## src/design/tun_pkg.sv

```systemverilog
`default_nettype none
package tun_pkg;

  localparam int COORD_WIDTH   = 32;
  localparam int OUT_FRAC_BITS = 30;

  localparam int CW    = COORD_WIDTH;
  localparam int F     = OUT_FRAC_BITS;
  localparam int DW    = CW + 1;
  localparam int LOW   = DW / 2;
  localparam int HIW   = DW - LOW;
  localparam int PW    = 2 * DW;
  localparam int NW    = PW + 1;
  localparam int MAGW  = PW;
  localparam int LW    = (MAGW + 2) / 3;
  localparam int NSQW  = 2 * MAGW;
  localparam int SW    = NSQW + 2;
  localparam int XW    = SW + 2 * F + 2;
  localparam int MW    = F + 1;
  localparam int OW    = F + 2;

  typedef logic signed [CW-1:0] coord_t;
  typedef logic signed [DW-1:0] diff_t;
  typedef logic signed [NW-1:0] cross_t;
  typedef logic signed [OW-1:0] comp_t;

  typedef struct packed {
    logic [XW-1:0] rem;
    logic [XW-1:0] acc_t;
    logic [MW-1:0] mag;
    logic          neg;
  } lane_t;

  typedef struct packed {
    logic [XW-1:0] sb;
    logic [SW-1:0] s;
    logic          deg;
    lane_t [2:0]   lane;
  } cell_t;

endpackage
`default_nettype wire

```

## src/design/tun_round.sv

```systemverilog
`default_nettype none
module tun_round (
  input  logic           clk,
  input  logic           rst_n,
  input  logic           en,
  input  logic           vld_i,
  input  tun_pkg::cell_t cell_i,
  output logic           vld_o,
  output tun_pkg::comp_t nrm_o [3],
  output logic           deg_o
);
  import tun_pkg::*;

  logic [XW+1:0] lhs  [3];
  logic [XW+1:0] rhs  [3];
  logic [MW-1:0] m    [3];
  comp_t         val  [3];
  comp_t         nrm_nxt [3];
  comp_t         nrm_r [3];
  logic          deg_r;
  logic          vld_r;

  always_comb begin
    for (int i = 0; i < 3; i++) begin
      lhs[i] = {cell_i.lane[i].rem, 2'b00};
      rhs[i] = {cell_i.lane[i].acc_t, 2'b00} + (XW+2)'(cell_i.s);
      m[i]   = cell_i.lane[i].mag + MW'(lhs[i] >= rhs[i]);
      val[i] = OW'(m[i]);
      nrm_nxt[i] = cell_i.deg ? '0 : (cell_i.lane[i].neg ? -val[i] : val[i]);
    end
  end

  always_ff @(posedge clk) begin
    if (!rst_n) begin
      vld_r <= 1'b0;
    end else if (en) begin
      vld_r <= vld_i;
    end
  end

  always_ff @(posedge clk) begin
    if (en) begin
      nrm_r <= nrm_nxt;
      deg_r <= cell_i.deg;
    end
  end

  assign vld_o = vld_r;
  assign nrm_o = nrm_r;
  assign deg_o = deg_r;

endmodule
`default_nettype wire

```

## config.mk

```make
export PLATFORM = sky130hd
export DESIGN_NAME = tun_round
export DESIGN_NICKNAME = d
export VERILOG_FILES = /design/src/design/tun_pkg.sv /design/src/design/tun_round.sv
export SDC_FILE = /design/constraint.sdc
export NUM_CORES = 2
export LEC_CHECK = 0
export BUFFER_PORTS_ARGS = -buffer_cell sky130_fd_sc_hd__buf_2
export CAP_MARGIN = 25
export CORE_AREA = 4 4 665 667
export DETAILED_ROUTE_END_ITERATION = 10
export DIE_AREA = 0 0 669 671
export HOLD_SLACK_MARGIN = 0.06
export SYNTH_ARGS = -nofsm -noshare
export SYNTH_HDL_FRONTEND = slang
export SYNTH_SLANG_ARGS = --single-unit
```

## constraint.sdc

```tcl
create_clock -name clk -period 9.5 [get_ports clk]
set_input_delay 1.425 -clock clk [delete_from_list [all_inputs] [get_ports clk]]
set_output_delay 1.425 -clock clk [all_outputs]
set_load 0.005 [all_outputs]
```

### Word-level counts from Yosys, hierarchy flattened

Index checks and enable logic that the tools add are counted.

| word-level totals | value |
|---|---|
| output and inout bits | 98 |
| register bits after elaboration | 98 |
| input bits | 1,607 |

| cells by class | value |
|---|---|
| bitwise logic cells | 3 |
| $add $sub $neg | 9 |
| magnitude comparators | 3 |
| reduce and logical (&&, ||, !) cells | 3 |
| multiplexer cells | 3 |

Operator list:

| cell | number |
|---|---|
| $add 198x134->198 | 3 |
| $ge 198x198->1 | 3 |
| $neg 31->32 | 3 |
| $add 31x1->31 | 3 |
| $mux 31 | 3 |
| $reduce_or 2->1 | 3 |
| $not 1->1 | 3 |

### Depth between registers and ports, before layout

| depth | value |
|---|---|
| depth after elaboration | 5 |
| depth in mapped cells | 45 |
| mapped depth without buffers | 42 |

### Worst setup path after synthesis

No wires, ideal clock.

| timing path | value |
|---|---|
| path type | input-to-reg |
| start point | in cell_i[32] (netlist bit) |
| end point | reg nrm_r, in the netlist nrm_o[94], data pin |
| setup time | 266 ps |
| data arrival time | 9,444 ps |
| path slack | -210 ps |
| stages | 40 |
| path buffers | 0 |
| required time | 9,234 ps |
| cell sequence | ha_1 inv_1 fa_1 nor2b_1 o31a_1 o311a_1 o31ai_1 a211o_1 a31oi_1 o21ai_0 o41ai_1 a21oi_1 o21ai_0 xnor2_1 ha_1 a21o_1 a21o_1 a21o_1 (+4 left out) a221oi_1 o21ai_0 a21o_1 a21oi_1 o41ai_1 ha_1 ha_1 and4_1 nand4_1 mux2_2 o32a_1 or3_1 nand2b_4 or4b_4 or3_1 o21ai_1 xor2_1 nor2_1 |

| on the way | value |
|---|---|
| longest elaborated chain between the ends | 5 |

Ends and longest elaborated chain:

| element | RTL line | source |
|---|---|---|
| from (decl) | tun_round.sv:7 | `input tun_pkg::cell_t cell_i,` |
| $add 198x134->198 * | tun_round.sv:26 | `rhs[i] = {cell_i.lane[i].acc_t, 2'b00} + (XW+2)'(cell_i.s);` |
| $ge 198x198->1 * | tun_round.sv:27 | `m[i] = cell_i.lane[i].mag + MW'(lhs[i] >= rhs[i]);` |
| $add 31x1->31 * | tun_round.sv:27 |  |
| $neg 31->32 | tun_round.sv:29 | `nrm_nxt[i] = cell_i.deg ? '0 : (cell_i.lane[i].neg ? -val[i] : val[i]);` |
| $mux 31 * | tun_round.sv:29 |  |
| to (signal assigned) | tun_round.sv:43 | `nrm_r <= nrm_nxt;` |
| to (decl) | tun_round.sv:19 | `comp_t nrm_r [3];` |

Every way passes the cells marked *; elsewhere a longest branch is shown, timed or not.
A chain may end at the register's enable or synchronous reset.

### Worst setup path after layout

| timing path | value |
|---|---|
| start point | in cell_i[1281] (netlist bit) |
| end point | reg nrm_r, in the netlist nrm_o[94], data pin |

Same word-level chain as after synthesis.

==> impl_metrics.toml <==
[timing]
rsz0062_at_grt = "yes"
finalHoldViolCount = 0
fin_crit_sh = 1.08
worst_clock_skew_ps = 0
worst_pin_slew_ps = 978
setup_slack_ps = -761
min_period_ps = 10260
report.final.setup_viol = 44
fmax_ghz = 0.0975
drv_slew = 0
relSlewSlack = 0.348

[pwr]
ir_worst_vdd_mv = 0.0757
pwr-share-comb = 0.856
power.internal_w = 0.00352
p_leak_nw = 41.3
switching_share = 0.489
clock_power_share = 0.064
power_density_mw_per_mm2 = 77.2
seq_power_share = 0.079
switchingPower_w = 0.00337
fin_total_pwr_w = 0.00689

[worst_setup_path]
worstSetupEndpointType = "flip-flop"
critical_path_arrival_ps = 10380
critical_path_class = "input port to flip-flop"
worst_path_max_delay_cell = "or4b_4"
cp-start-kind = "input port"
crit_path_max_incr_delay_ps = 510
crit_fanout = 3
required_ps = 9620
critPathMostFrequentCell = "buf_4"

[cells_and_area]
register_area_mm2 = 0.00293
multi_input_area_mm2 = 0.0499
drive_gt1_frac = 0.416
syn_to_final_growth_pct = 73.1
nNetsFinal = 13614
fillers = 49578

[logic_synthesis]
async_flop_share = 0
synth-edff-count = 97
synth_top_area_cell = "ha_1"
synthTopCellsByArea = "ha_1, a21oi_1, xnor2_1"
ys_top_cells_by_count = "ha_1, a21oi_1, nand2_1"
yosys_warnings = 0
netlist_instances = 7250
syn-cell-area_mm2 = 0.0516
syn_nets = 9853
syn_avg_cell_area_um2 = 7.11
synth-main-ff-cell = "edfxtp_1"
ys_ff_latch = 98
ys_seq_area_frac = 0.0569
yosysTopAreaCellShare = 0.241
yosys.cell_count.top_type = "ha_1"
ys_types = 106

[run]
drv_cap = 0

[grt]
first_global_vias = 71603
grt_max_degree = 66
antenna_found_initial = 727
grt-ovfl-total = 0
grt_usage = 0.206
grt_pass1_wl_um = 626000

[cts]
clkLatencyLatePin_ps = 400
root_buffer = "clkbuf_16"
clock_path_buffers = 2
tritoncts = "done"
cts_buffers = 9
ctsHtreeMaxLevel = 3
cts.clk_slew.worst_paths_ps = 80
clkSinkCount = 98

[placed_design]
dp_hpwl_um = 456000
preCtsSetupSlack_ps = -2590
place.gp.congestion = 1.05
io_buffers = 1508

[detailed_routing]
post_drt_wl_per_cell_um = 28.5
drt-initial-drc-count = 6051
vias = 75773
final_antenna_net_count = 0
route.detailed.drc = 0
drt-vias-per-instance = 4.42
wl_um = 490000
firstDrtPassIters = 6

[die]
die_height_um = 671
start_util = 0.118
design.core.area_mm2 = 0.437
die_w_um = 669
std_cell_rows = 243
pin_count = 1705
die_area_mm2 = 0.449

[status]
violations = "setup timing"
status = "complete, but fails checks"

[worst_hold_path]
hold_path_class = "flip-flop to flip-flop"
[layout make-up]
type	instances	share of cell area
repair buffers	4047	0.305
flip-flops and latches	98	0.0329
clock buffers	9	0.00252
diodes	386	0.0108
multi-input cells	6668	0.559
well taps	5757	0.0807
inverters	187	0.00786
clock inverters	7	0.00122
[worst paths after layout]
check | startpoint | to | slack [ps] | cells past startpoint
setup / recovery | cell_i[1281] | nrm_o[94]$_SDFFCE_PP0P_ | -760 | 44
hold / removal | vld_o$_SDFFE_PN0P_ | vld_o$_SDFFE_PN0P_ | 530 | 2
setup reg to reg | vld_o$_SDFFE_PN0P_ | vld_o$_SDFFE_PN0P_ | 8910 | 2
hold reg to reg | vld_o$_SDFFE_PN0P_ | vld_o$_SDFFE_PN0P_ | 530 | 2
[flip-flops by register name, summed over array words and instances, names as in the netlist]
signal  flops
vld_o       1
nrm_o      96
deg_o       1
[kinds of logic after synthesis]
group | share of synthesized area
compound gates | 0.290
fa+ha+maj | 0.242
flops | 0.0569
buf+inv | 0.0360
xor+xnor | 0.125
mux | 0.00323
simple gates | 0.246
[per-layer routing]
metal | track usage | part of all wire | routed length [um] | vias up
met3 | 0.103 | 0.12 | 60500 | 1170
met1 | 0.252 | 0.41 | 201000 | 35507
met5 | 0 | 0.0043 | 2120 | -
met2 | 0.296 | 0.40 | 196000 | 3494
li1 | - | - | - | 35274
met4 | 0.102 | 0.059 | 28900 | 328
[worst max-delay path: cells and delay by family]
family / cells / cell delay [ps]
AO/OA/AOI/OAI: 12 / 2310
XOR/XNOR: 2 / 250
adder cells (fa/ha/maj): 4 / 840
buffers and inverters: 9 / 1490
multiplexers: 1 / 330
AND/OR/NAND/NOR: 16 / 3660
[stage by stage]
step | hold slack (ps) | setup TNS, ps | cells | area [um^2] | util
3_3_place_gp | 492 | -143230 | 16667 | 83800 | 0.192
3_5_place_dp | 508 | -140840 | 16668 | 83800 | 0.192
6_report | 528 | -12270 | 17159 | 89300 | 0.204
5_1_grt | 585 | -25710 | 16954 | 88800 | 0.203
4_1_cts | 527 | -10370 | 16730 | 86500 | 0.198
2_1_floorplan | 507 | 0 | 7250 | 51600 | -
[power groups by stage]
stage               sequential, W  combinational, W  clock (W)
floorplan                0.000549           0.00257          0
global placement         0.000557           0.00555          0
detailed placement       0.000555           0.00557          0
CTS                      0.000548           0.00575   0.000456
global route             0.000551           0.00637   0.000468
finish                   0.000547           0.00590   0.000443
[placed cells by master (no fill, tap or decap), types with 161 or more instances in the layout]
cell type and n:
ha_1 937, a21oi_1 745, xor2_1 304, xnor2_1 409, buf_2 1478, inv_1 183, nor3_1 161, o21ai_0 390
nand3_1 208, buf_4 2488, a21o_1 468, nor2_1 543, nand2_1 598, diode_2 386, nand4_1 433
[repair_timing]
action | in CTS | in global routing
gates resized for setup | 417 | 317
hold endpoints to repair | 0 | 0
buffers inserted | 46 | 49
pin swaps | 135 | 185
setup endpoints to repair | 86 | 70
hold buffers | 0 | 0
No activity file was read; power rests on OpenSTA's default activity.
